==> src/hw/rtl/dbls_pkg.sv <==
// shared types and constants of the dual bus link supervisor
`timescale 1ns / 1ps

package dbls_pkg;

  // event codes carried in the input tuser
  typedef enum logic [2:0] {
    CMD_GOOD    = 3'd0,
    CMD_TIMEOUT = 3'd1,
    CMD_CRC     = 3'd2,
    CMD_PEER    = 3'd3,
    CMD_INIT    = 3'd4
  } cmd_t;

  // bus numbers that act
  localparam logic [1:0] BUS_ONE = 2'd1;
  localparam logic [1:0] BUS_TWO = 2'd2;

  // link mode codes
  localparam logic [1:0] LINK_NONE = 2'd0;
  localparam logic [1:0] LINK_BUS1 = 2'd1;
  localparam logic [1:0] LINK_BUS2 = 2'd2;

  // configuration register indexes
  localparam int unsigned CFG_IDX_W = 1;
  localparam logic [CFG_IDX_W-1:0] REG_LIMIT_ONE = 1'b0;
  localparam logic [CFG_IDX_W-1:0] REG_LIMIT_TWO = 1'b1;

  localparam int unsigned RUN_W     = 16;
  localparam int unsigned STAT_CNT_W = 32;
  localparam logic [RUN_W-1:0] RUN_MAX = 16'hFFFF;
  localparam logic [RUN_W-1:0] LIMIT_RESET = 16'd3;

  // per-bus status as seen after an update
  typedef struct packed {
    logic                  fault;
    logic                  many;
    logic                  tmo;
    logic [RUN_W-1:0]      run;
    logic [STAT_CNT_W-1:0] good;
    logic [STAT_CNT_W-1:0] ok;
    logic [STAT_CNT_W-1:0] fail;
  } bus_stat_t;

endpackage

==> src/hw/rtl/dbls_bus_unit.sv <==
// per-bus fault flags, error run and packet counters
`timescale 1ns / 1ps

module dbls_bus_unit #(
  parameter int unsigned COUNT_WIDTH = 32
) (
  input  logic                          clk,
  input  logic                          rst_n,
  input  logic                          en_i,
  input  dbls_pkg::cmd_t                cmd_i,
  input  logic                          bad_i,
  input  logic [dbls_pkg::RUN_W-1:0]    limit_i,
  output logic                          fault_o,
  output logic                          trip_o,
  output dbls_pkg::bus_stat_t           stat_nxt_o
);
  import dbls_pkg::*;

  logic                   fault_r, fault_nxt;
  logic                   many_r, many_nxt;
  logic                   tmo_r, tmo_nxt;
  logic [RUN_W-1:0]       run_r, run_nxt;
  logic [COUNT_WIDTH-1:0] good_r, good_nxt;
  logic [COUNT_WIDTH-1:0] ok_r, ok_nxt;
  logic [COUNT_WIDTH-1:0] fail_r, fail_nxt;

  always_comb begin
    fault_nxt = fault_r;
    many_nxt  = many_r;
    tmo_nxt   = tmo_r;
    run_nxt   = run_r;
    good_nxt  = good_r;
    ok_nxt    = ok_r;
    fail_nxt  = fail_r;
    trip_o    = 1'b0;
    if (en_i) begin
      case (cmd_i)
        CMD_GOOD: begin
          good_nxt  = good_r + COUNT_WIDTH'(1);
          run_nxt   = '0;
          fault_nxt = 1'b0;
          many_nxt  = 1'b0;
          tmo_nxt   = 1'b0;
        end
        CMD_TIMEOUT: begin
          fault_nxt = 1'b1;
          tmo_nxt   = 1'b1;
        end
        CMD_CRC: begin
          // run saturates; a zero limit trips on the first error
          if (run_r != RUN_MAX) begin
            run_nxt = run_r + RUN_W'(1);
          end
          if (run_nxt >= limit_i) begin
            fault_nxt = 1'b1;
            many_nxt  = 1'b1;
            trip_o    = 1'b1;
          end
        end
        CMD_PEER: begin
          if (bad_i) begin
            fail_nxt = fail_r + COUNT_WIDTH'(1);
          end else begin
            ok_nxt = ok_r + COUNT_WIDTH'(1);
          end
        end
        default: begin
        end
      endcase
    end
  end

  always_ff @(posedge clk) begin
    if (!rst_n) begin
      fault_r <= 1'b0;
      many_r  <= 1'b0;
      tmo_r   <= 1'b0;
      run_r   <= '0;
      good_r  <= '0;
      ok_r    <= '0;
      fail_r  <= '0;
    end else begin
      fault_r <= fault_nxt;
      many_r  <= many_nxt;
      tmo_r   <= tmo_nxt;
      run_r   <= run_nxt;
      good_r  <= good_nxt;
      ok_r    <= ok_nxt;
      fail_r  <= fail_nxt;
    end
  end

  assign fault_o          = fault_r;
  assign stat_nxt_o.fault = fault_nxt;
  assign stat_nxt_o.many  = many_nxt;
  assign stat_nxt_o.tmo   = tmo_nxt;
  assign stat_nxt_o.run   = run_nxt;
  assign stat_nxt_o.good  = STAT_CNT_W'(good_nxt);
  assign stat_nxt_o.ok    = STAT_CNT_W'(ok_nxt);
  assign stat_nxt_o.fail  = STAT_CNT_W'(fail_nxt);

endmodule

==> src/hw/rtl/dual_bus_link_supervisor_unit.sv <==
// top level of the dual bus link supervisor
`timescale 1ns / 1ps

// Supervises a device reachable over two redundant buses. Every input transfer is one
// event (good packet, timeout, crc/framing error, peer service byte, init request) for
// bus 1 or 2, and yields exactly one result transfer carrying the link state after the
// event and the status of the named bus (zeros for bus numbers 0 and 3). One event is
// taken per clock cycle sustained while results are accepted; each event passes through the
// input register and the result register, with the whole state update done combinationally
// between them. Error limits are written through the cfg channel, which is always ready.
module dual_bus_link_supervisor_unit #(
  parameter int unsigned COUNT_WIDTH = 32  // width of the wrapping counters, 8 to 32
) (
  input  logic         clk,
  input  logic         rst_n,
  // input events
  input  logic         in_tvalid,
  output logic         in_tready,
  input  logic [7:0]   in_tdata,   // [0] peer_last_answer_bad, [1] peer_ready, rest zero
  input  logic [4:0]   in_tuser,   // [2:0] command, [4:3] bus
  // results
  output logic         out_tvalid,
  input  logic         out_tready,
  output logic [127:0] out_tdata,  // [1:0] link_mode, [2] init_flag, [3] master_flag,
                                   // [4] fault_bus_one, [5] fault_bus_two,
                                   // [6] many_errors_flag, [7] timeout_flag,
                                   // [23:8] error_run, [55:24] good_packets,
                                   // [87:56] peer_good_count, [119:88] peer_bad_count,
                                   // [120] init_granted, rest zero
  // configuration writes
  input  logic         cfg_valid,
  output logic         cfg_ready,
  input  logic [dbls_pkg::CFG_IDX_W-1:0] cfg_index,
  input  logic [15:0]  cfg_data
);
  import dbls_pkg::*;

  // error limits
  logic [RUN_W-1:0] limit_one_r, limit_two_r;

  assign cfg_ready = 1'b1;

  always_ff @(posedge clk) begin
    if (!rst_n) begin
      limit_one_r <= LIMIT_RESET;
      limit_two_r <= LIMIT_RESET;
    end else if (cfg_valid) begin
      case (cfg_index)
        REG_LIMIT_ONE: limit_one_r <= cfg_data;
        REG_LIMIT_TWO: limit_two_r <= cfg_data;
        default: begin
        end
      endcase
    end
  end

  // input register stage
  logic       s1_valid_r;
  cmd_t       s1_cmd_r;
  logic [1:0] s1_bus_r;
  logic       s1_bad_r;
  logic       s1_rdy_r;
  logic       out_free;
  logic       fire;

  assign out_free  = !out_tvalid || out_tready;
  assign fire      = s1_valid_r && out_free;
  assign in_tready = !s1_valid_r || out_free;

  always_ff @(posedge clk) begin
    if (!rst_n) begin
      s1_valid_r <= 1'b0;
    end else if (in_tready) begin
      s1_valid_r <= in_tvalid;
    end
  end

  always_ff @(posedge clk) begin
    if (in_tready && in_tvalid) begin
      s1_cmd_r <= cmd_t'(in_tuser[2:0]);
      s1_bus_r <= in_tuser[4:3];
      s1_bad_r <= in_tdata[0];
      s1_rdy_r <= in_tdata[1];
    end
  end

  // per-bus units
  logic      sel_one, sel_two, bus_ok;
  logic      fault_one, fault_two, trip_one, trip_two;
  bus_stat_t stat_one, stat_two;

  assign sel_one = (s1_bus_r == BUS_ONE);
  assign sel_two = (s1_bus_r == BUS_TWO);
  assign bus_ok  = sel_one || sel_two;

  dbls_bus_unit #(.COUNT_WIDTH(COUNT_WIDTH)) u_bus_one (
    .clk        (clk),
    .rst_n      (rst_n),
    .en_i       (fire && sel_one),
    .cmd_i      (s1_cmd_r),
    .bad_i      (s1_bad_r),
    .limit_i    (limit_one_r),
    .fault_o    (fault_one),
    .trip_o     (trip_one),
    .stat_nxt_o (stat_one)
  );

  dbls_bus_unit #(.COUNT_WIDTH(COUNT_WIDTH)) u_bus_two (
    .clk        (clk),
    .rst_n      (rst_n),
    .en_i       (fire && sel_two),
    .cmd_i      (s1_cmd_r),
    .bad_i      (s1_bad_r),
    .limit_i    (limit_two_r),
    .fault_o    (fault_two),
    .trip_o     (trip_two),
    .stat_nxt_o (stat_two)
  );

  // link state
  logic       link_r, init_r, master_r, peer_rdy_r;
  logic [1:0] link_mode_r, link_mode_nxt;
  logic       init_nxt, master_nxt, peer_rdy_nxt, granted;
  logic       sel_fault, other_link;

  assign sel_fault  = sel_two ? fault_two : fault_one;
  // link already held on the other bus
  assign other_link = sel_two ? (link_mode_r == LINK_BUS1) : (link_mode_r == LINK_BUS2);

  always_comb begin
    link_mode_nxt = link_mode_r;
    init_nxt      = init_r;
    master_nxt    = master_r;
    peer_rdy_nxt  = peer_rdy_r;
    granted       = 1'b0;
    if (fire && bus_ok) begin
      case (s1_cmd_r)
        CMD_TIMEOUT: link_mode_nxt = LINK_NONE;
        CMD_CRC: begin
          if (trip_one || trip_two) begin
            link_mode_nxt = LINK_NONE;
          end
        end
        CMD_PEER: begin
          peer_rdy_nxt = s1_rdy_r;
          // peer not ready drops a link held on this bus
          if (!s1_rdy_r && link_mode_r == s1_bus_r) begin
            link_mode_nxt = LINK_NONE;
            init_nxt      = 1'b0;
          end
        end
        CMD_INIT: begin
          if (peer_rdy_r && !sel_fault && !other_link) begin
            init_nxt      = 1'b1;
            master_nxt    = sel_two;
            link_mode_nxt = s1_bus_r;
            granted       = 1'b1;
          end
        end
        default: begin
        end
      endcase
    end
  end

  always_ff @(posedge clk) begin
    if (!rst_n) begin
      link_mode_r <= LINK_NONE;
      init_r      <= 1'b0;
      master_r    <= 1'b0;
      peer_rdy_r  <= 1'b0;
    end else begin
      link_mode_r <= link_mode_nxt;
      init_r      <= init_nxt;
      master_r    <= master_nxt;
      peer_rdy_r  <= peer_rdy_nxt;
    end
  end

  assign link_r = (link_mode_r != LINK_NONE);

  // result register
  logic       out_valid_r;
  logic [1:0] out_link_r;
  logic       out_init_r, out_master_r, out_f1_r, out_f2_r, out_granted_r;
  bus_stat_t  out_stat_r, sel_stat;

  always_comb begin
    if (sel_one) begin
      sel_stat = stat_one;
    end else if (sel_two) begin
      sel_stat = stat_two;
    end else begin
      sel_stat = '0;
    end
  end

  always_ff @(posedge clk) begin
    if (!rst_n) begin
      out_valid_r <= 1'b0;
    end else if (out_free) begin
      out_valid_r <= s1_valid_r;
    end
  end

  always_ff @(posedge clk) begin
    if (fire) begin
      out_link_r    <= link_mode_nxt;
      out_init_r    <= init_nxt;
      out_master_r  <= master_nxt;
      out_f1_r      <= stat_one.fault;
      out_f2_r      <= stat_two.fault;
      out_stat_r    <= sel_stat;
      out_granted_r <= granted;
    end
  end

  assign out_tvalid = out_valid_r;
  assign out_tdata  = {7'd0, out_granted_r, out_stat_r.fail, out_stat_r.ok,
                       out_stat_r.good, out_stat_r.run, out_stat_r.tmo, out_stat_r.many,
                       out_f2_r, out_f1_r, out_master_r, out_init_r, out_link_r};

  // link on bus 2 always means master, on bus 1 never
  a_master_bus2 : assert property (@(posedge clk) disable iff (!rst_n)
    (link_mode_r == LINK_BUS2) |-> master_r)
    else $error("link on bus 2 without master flag");

  a_master_bus1 : assert property (@(posedge clk) disable iff (!rst_n)
    (link_mode_r == LINK_BUS1) |-> !master_r)
    else $error("link on bus 1 with master flag");

  // a held link never sits on a faulted bus
  a_link_fault : assert property (@(posedge clk) disable iff (!rst_n)
    link_r |-> !((link_mode_r == LINK_BUS1 && fault_one) ||
                 (link_mode_r == LINK_BUS2 && fault_two)))
    else $error("link held on a faulted bus");

  // a granted init reports an initialized link
  a_grant : assert property (@(posedge clk) disable iff (!rst_n)
    (out_valid_r && out_granted_r) |-> (out_init_r && out_link_r != LINK_NONE))
    else $error("init granted without initialized link");

endmodule
==> config.mk <==
export PLATFORM = sky130hd
export DESIGN_NAME = dual_bus_link_supervisor_unit
export DESIGN_NICKNAME = d
export VERILOG_FILES = /design/src/hw/rtl/dbls_pkg.sv /design/src/hw/rtl/dbls_bus_unit.sv /design/src/hw/rtl/dual_bus_link_supervisor_unit.sv
export SDC_FILE = /design/constraint.sdc
export NUM_CORES = 1
export LEC_CHECK = 0
export BUFFER_PORTS_ARGS = -buffer_cell sky130_fd_sc_hd__buf_2
export CORE_MARGIN = 1
export CORE_UTILIZATION = 60
export DETAILED_ROUTE_END_ITERATION = 16
export PLACE_DENSITY = 0.78
export SYNTH_ARGS = -nofsm -noshare
export SYNTH_HDL_FRONTEND = slang
export SYNTH_SLANG_ARGS = --single-unit
==> constraint.sdc <==
create_clock -name clk -period 6.1 [get_ports clk]
set_clock_uncertainty 0.1 [all_clocks]
set_input_delay 0.61 -clock clk [delete_from_list [all_inputs] [get_ports clk]]
set_output_delay 0.61 -clock clk [all_outputs]
set_load 0.02 [all_outputs]
==> results of run 1 <==
==> metrics by stage <==
stage | setup slack [ns] | instance area, um2 | power (mW)
global placement | 2.062 | 19550 | 3.120
finish | 1.828 | 20890 | 5.553
CTS | 1.906 | 20890 | 5.587
global route | 1.464 | 20890 | 5.714
detailed placement | 1.898 | 19550 | 3.125
floorplan | 1.151 | 18660 | 3.037
==> sequential cells by signal, summed over array words and instances, names as in the netlist, 2 cells and up <==
register,count
u_bus_one.ok_r,32
out_tdata,114
u_bus_two.good_r,32
u_bus_two.run_r,16
s1_bus_r,2
limit_one_r,16
u_bus_two.ok_r,32
u_bus_one.run_r,16
link_mode_r,2
limit_two_r,16
out_link_r,2
u_bus_two.fail_r,32
u_bus_one.good_r,32
s1_cmd_r,3
u_bus_one.fail_r,32
==> final cells by class <==
| cell class | count | area (um2) | area share |
|---|---|---|---|
| clock buffer | 56 | 1175 | 0.05624 |
| clock inverter | 20 | 165.2 | 0.007906 |
| inverter | 72 | 277.8 | 0.01330 |
| multi-input combinational | 1409 | 8688 | 0.4159 |
| sequential | 397 | 9229 | 0.4418 |
| tap | 396 | 495.5 | 0.02372 |
| timing repair buffer | 165 | 860.8 | 0.04120 |
==> where the power goes <==
part / switching [mW] / total, mW / internal (mW)
clock network: 1.04 / 2.49 / 1.44
registers: 0.0251 / 2.80 / 2.78
logic: 0.203 / 0.268 / 0.0651
total: 1.27 / 5.55 / 4.28
==> cells in the final DEF, fill, tap and decap left out, drive strengths merged, types with 8 or more instances in the layout <==
| cell | n |
|---|---|
| and2 | 40 |
| xor2 | 103 |
| o21a | 21 |
| edfxtp | 128 |
| o31ai | 15 |
| mux2i | 11 |
| clkinv | 15 |
| ha | 42 |
| nor2 | 253 |
| a21oi | 79 |
| and3 | 48 |
| nor3 | 63 |
| xnor2 | 95 |
| conb | 8 |
| nand2 | 179 |
| o211ai | 11 |
| clkbuf | 56 |
| and4 | 24 |
| o21ai | 38 |
| buf | 165 |
| or3 | 12 |
| o311ai | 8 |
| o22ai | 77 |
| dfxtp | 269 |
| nand3 | 97 |
| a31oi | 8 |
| inv | 75 |
| nand2b | 8 |
| nand4 | 55 |
| nor4 | 28 |
==> kinds of logic after synthesis <==
family,Yosys count,synth area share
other cells,2,0.0004030
simple gates,827,0.2230
flops,397,0.4953
mux,17,0.009535
compound gates,317,0.1106
buf+inv,181,0.03995
fa+ha+maj,42,0.02820
xor+xnor,198,0.09306
==> per-layer routing <==
metal	part of all wire	global-route usage	routed length, um	vias up
met1	0.42	0.3638	19030	7263
met2	0.49	0.4849	22130	488
met5	0	0	0	-
met3	0.061	0.03986	2777	104
met4	0.034	0.1229	1569	0
li1	-	-	-	7245
==> worst paths after layout <==
check	from	to	slack, ns	cells past startpoint
setup / recovery	u_bus_two.run_r[7]	link_mode_r[0]	1.83	12
hold / removal	in_tdata[1]	s1_rdy_r	0.14	1
setup reg to reg	u_bus_two.run_r[7]	link_mode_r[0]	1.83	12
hold reg to reg	limit_one_r[5]	limit_one_r[5]	0.35	2
==> cells in the mapped netlist, types with 8 or more instances <==
cell type,n
o31ai_1,15
o22ai_1,77
buf_4,13
a21oi_1,79
buf_2,13
nor4_1,21
o211ai_1,11
xor2_1,103
ha_1,42
nand3_1,97
o21a_1,21
xnor2_1,95
nor2_1,253
nand2b_1,8
nor3_1,56
edfxtp_1,128
and3_1,48
nand2_1,179
inv_1,69
or3_1,11
clkbuf_1,82
and4_1,24
and2_1,40
mux2i_1,11
dfxtp_1,269
o21ai_0,38
a31oi_1,8
nand4_1,51
==> qor.yml, run 1 <==
run_status:
  status: "finished, final reports clean"
worst_setup_path:
  crit_top_cell: "o21ai_0"
  start_kind: "flop"
  cp_top_family: "simple AND/OR/NAND/NOR gates"
  crit_required_ns: 6.45
  worstPathArrival_ns: 4.62
  critPathKind: "flop to flop"
  cp_max_fo: 14
  max_stage_delay_ns: 0.56
  path_cells: "and4_1 > nand4_1 > nor3_1 > or3_1 > xnor2_1 > ha_1 > a21oi_1 > o21ai_0 > a221oi_1 > o21ai_0 > a221o_1 > a211oi_1"
  worstSetupEndpointType: "flop"
  slowest_stage: "nor3_1"
  cp.buffers_inverters: 0
flow_run:
  maxCapViolations: 0
power_and_ir_drop:
  power_leakage_nw: 7.500
  worst_ir_drop_vdd_mv: 0.2085
  powerDensity_nw_per_um2: 265.8
floorplan:
  start_util: 0.6092
  core_area_um2: 30590
  die_area_um2: 31770
  die_y_um: 178.2
  io_pins: 166
  die_w_um: 178.2
  num_rows: 64
clock_network:
  clkTransAtPathRegs_ns: 0.06
  numCtsBuffers: 41
  post_cts_buffers: 0
  ctsResizeCount: 0
  cts.sinks: 397
  root_buffer: "clkbuf_16"
  htreeDepth: 2
  worstSkewPairLatency_ns: 0.56
  cts_hold_buf: 0
  cts_tree: "built"
  clockBufferDepth: 3
sta:
  worst_pin_slew_ns: 1.124
  fin_hold_ws_ns: 0.1446
  rsz0062_at_grt: "no"
  relSlewSlack: 0.2503
  clock.fmax_mhz: 234.1
  hold_violations: 0
  slew_violations: 0
  tns_ns: 0
  min_period_ns: 4.272
  timing.final.crit_share: 0.7003
  setup_viol: 0
synth:
  synth_area_per_cell_um2: 9.406
  synth_area_um2: 18630
  ys_seq_area_frac: 0.4953
  netlist.area_leader.share: 0.2890
  ys_ff_latch: 397
  async_reset_ff_frac: 0
  synth_edf_count: 128
  synth_cells: 1981
  ys_types: 73
  yosys.area.top_type: "dfxtp_1"
  synth_ff_type: "dfxtp_1"
  ys.warnings.count: 0
  synth_area_leaders: "dfxtp_1, edfxtp_1, nor2_1"
finish:
  area_growth_syn_to_layout_pct: 12.11
  layout.cells.non_filler: 2515
  nets: 2163
  drive_gt1_frac: 0.1251
  fillers: 2416
  n_antenna_cell: 0
  final_core_util: 0.6830
hold_path:
  hold_path_class: "primary input to flop"
placed_design:
  io_buffers: 151
  dp.cells: 2439
  gp_congestion: 0.9158
  hpwl_um: 30790
grt:
  grt_pass1_wl_um: 72170
  antenna_found_initial: 0
  grt_max_degree: 108
  grtUsageTotal: 0.2859
  grt_pass1_vias: 14452
  grt-ovfl-total: 0
detailed_routing:
  first_iter_violations: 1334
  detail_route.vias_per_cell: 6.004
  ant_nets: 0
  wl_per_cell_um: 18.10
  firstDrtPassIters: 6
  drc: 0
  drt_wl_total_um: 45510
  num_vias: 15100
(Power assumes the default switching activity.)
==> inputs of run 2 (changes only) <==
Settings changed: ABC_AREA set to 1, CORE_UTILIZATION 60 to 61, PLACE_DENSITY 0.78 to 0.79.
Clock period 6.1 ns to 4.4 ns, I/O delays scaled along.
==> run 2 against run 1 <==
Net effect:
- core utilization up 1.9 points
- total power up 43%
- critical path depth up 7
- fmax up 18%
- worst setup slack worse by 1.0 ns
- highest routed layer unchanged
- combinational power up 50%
- synthesized area up 9.5%
- non-clock buffer count up 8
- design area up 9.9%
- die area up 7.6%
==> qor.yml, run 2 <==
detailed_routing:
  drc: 0
  first_iter_violations: 1561
  ant_nets: 0
  firstDrtPassIters: 5
  wl_per_cell_um: 16.10
  num_vias: 18084
  drt_wl_total_um: 53320
  detail_route.vias_per_cell: 5.460
finish:
  n_antenna_cell: 0
  layout_commonest_cell: "nand2_1"
  layout_common_cells: "nand2_1, nor2_1, inv_1, dfxtp_1, buf_2"
  area_growth_syn_to_layout_pct: 12.56
  largest_register_ffs: 114
  drive_gt1_frac: 0.1003
  layout.cells.non_filler: 3312
  nets: 2917
synth:
  ys_seq_area_frac: 0.4524
  ys_ff_latch: 397
  async_reset_ff_frac: 0
  synth_ff_type: "dfxtp_1"
  ys.warnings.count: 0
  synth_area_per_cell_um2: 7.538
  yosysMostFrequentCell: "nand2_1"
  synth_area_um2: 20400
  synth_edf_count: 128
  yosys.area.top_type: "dfxtp_1"
  synth_area_leaders: "dfxtp_1, edfxtp_1, nand2_1"
  netlist.area_leader.share: 0.2640
  ys_types: 51
  yosys-top-cells-count: "nand2_1, nor2_1, inv_1, dfxtp_1, nand3_1"
  synth_cells: 2706
sta:
  clock.fmax_mhz: 276.1
  rsz0062_at_grt: "no"
  tns_ns: 0
  hold_violations: 0
  setup_viol: 0
  layout_setup_ws_ns: 0.7782
  slew_violations: 0
  timing.final.crit_share: 0.8231
  relSlewSlack: 0.3365
  worst_pin_slew_ns: 0.9952
  min_period_ns: 3.622
  fin_hold_ws_ns: 0.04027
worst_setup_path:
  cp_top_family: "simple AND/OR/NAND/NOR gates"
  cp_max_fo: 12
  path_cells: "ha_1 > nand2_1 > nor2_1 > nand3_1 > nor2_1 > inv_1 > o21ai_0 > ha_1 > nand2_1 > nor2_1 > and2_1 > nor2_1 > nand2_1 > nand2_1 > nand2_1 > nand2_1 > nand2_1 > inv_1 > o22ai_1"
  max_stage_delay_ns: 0.44
  start_kind: "flop"
  cp.buffers_inverters: 2
  crit_top_cell: "nand2_1"
  slowest_stage: "dfxtp_1"
  worstPathArrival_ns: 3.78
  critPathKind: "flop to flop"
  worstSetupEndpointType: "flop"
  crit_required_ns: 4.55
floorplan:
  num_rows: 66
  io_pins: 166
  die_y_um: 184.9
  start_util: 0.6238
  die_area_um2: 34180
  core_area_um2: 32700
  die_w_um: 184.9
clock_network:
  clkTransAtPathRegs_ns: 0.06
  ctsResizeCount: 0
  numCtsBuffers: 40
  root_buffer: "clkbuf_16"
  worstSkewPairLatency_ns: 0.54
  cts.sinks: 397
  clockBufferDepth: 3
  htreeDepth: 2
  cts_tree: "built"
grt:
  grt_pass1_vias: 17349
  grtUsageTotal: 0.3127
  antenna_found_initial: 0
  grt-ovfl-total: 0
  grt_max_degree: 151
  grt_pass1_wl_um: 84730
run_status:
  status: "finished, final reports clean"
power_and_ir_drop:
  power.switching_mw: 1.783
  power_leakage_nw: 9.309
  combPwrFrac: 0.051
  worst_ir_drop_vdd_mv: 0.3164
  power.switching_fraction: 0.2249
  pwr-share-clk: 0.461
  p_total_mw: 7.927
  internal_power_mw: 6.145
  powerDensity_nw_per_um2: 345.3
  p_seq_frac: 0.489
placed_design:
  dp.cells: 3233
  io_buffers: 151
  dp_slack_ns: 0.8696
  gp_congestion: 0.9260
  hpwl_um: 37450
flow_run:
  maxCapViolations: 0
hold_path:
  hold_path_class: "primary input to flop"
[run 2: tightest hold or removal path, cell delays in order]
cell and delay [ns]:
buf_2 0.09, nand2_1 0.05, o211ai_1 0.06
[run 2: logic make-up (layout without fill, tap and decap cells)]
kind of cell | Yosys count | count (layout) | synth area share
and+or+nand+nor | 1386 | 1386 | 0.2926
buffers and inverters | 437 | 595 | 0.08385
DFF | 397 | 397 | 0.4524
AOI/OAI and AO/OA | 277 | 277 | 0.07379
xor gates and xnor gates | 160 | 160 | 0.06870
adders and majority gates | 42 | 42 | 0.02576
muxes | 5 | 5 | 0.002454
other | 2 | 8 | 0.0003682
[run 2: timing repair]
item	in CTS	in global routing
hold endpoints to repair	7	0
setup buffers	0	0
hold buffers	7	0
endpoints found under the setup margin	0	0
[run 2: through the flow]
step / area [um2] / utilization
detailed placement: 21490 / 0.6573
CTS: 22960 / 0.7021
global placement: 21490 / 0.6573
global route: 22960 / 0.7021
finish: 22960 / 0.7021
floorplan: 20430 / -
[run 2: cell type report]
class | count | area [um2]
fill | 2735 | 9742
clock buffer | 51 | 1115
multi-input combinational | 1878 | 9499
tap | 442 | 553.0
timing repair buffer | 173 | 963.4
clock inverter | 21 | 281.5
sequential | 397 | 9229
inverter | 350 | 1319
[run 2: power groups by stage]
| stage | Combinational [mW] | Sequential [mW] | Clock, mW |
|---|---|---|---|
| after floorplan | 0.227 | 3.99 | 0 |
| after global routing | 0.437 | 3.88 | 3.83 |
| final | 0.401 | 3.87 | 3.65 |
| after detailed placement | 0.391 | 3.95 | 0 |
| after CTS | 0.398 | 3.87 | 3.68 |
| after global placement | 0.380 | 3.95 | 0 |
[run 2: final timing paths]
check | from | depth (start not counted) | endpoint | slack [ns]
setup reg to reg | u_bus_two.run_r[0] | 19 | out_tdata[6] | 0.78
hold reg to reg | limit_two_r[2] | 2 | limit_two_r[2] | 0.37
setup / recovery | u_bus_two.run_r[0] | 19 | out_tdata[6] | 0.78
hold / removal | cfg_data[1] | 3 | limit_two_r[1] | 0.04
[run 2: metal layers]
layer / vias to the layer above / routed length (um) / GRT usage
met5: - / 0 / 0
met4: 0 / 1975 / 0.1312
met1: 8362 / 23790 / 0.4080
met2: 648 / 24250 / 0.5179
met3: 121 / 3303 / 0.04601
li1: 8953 / - / -
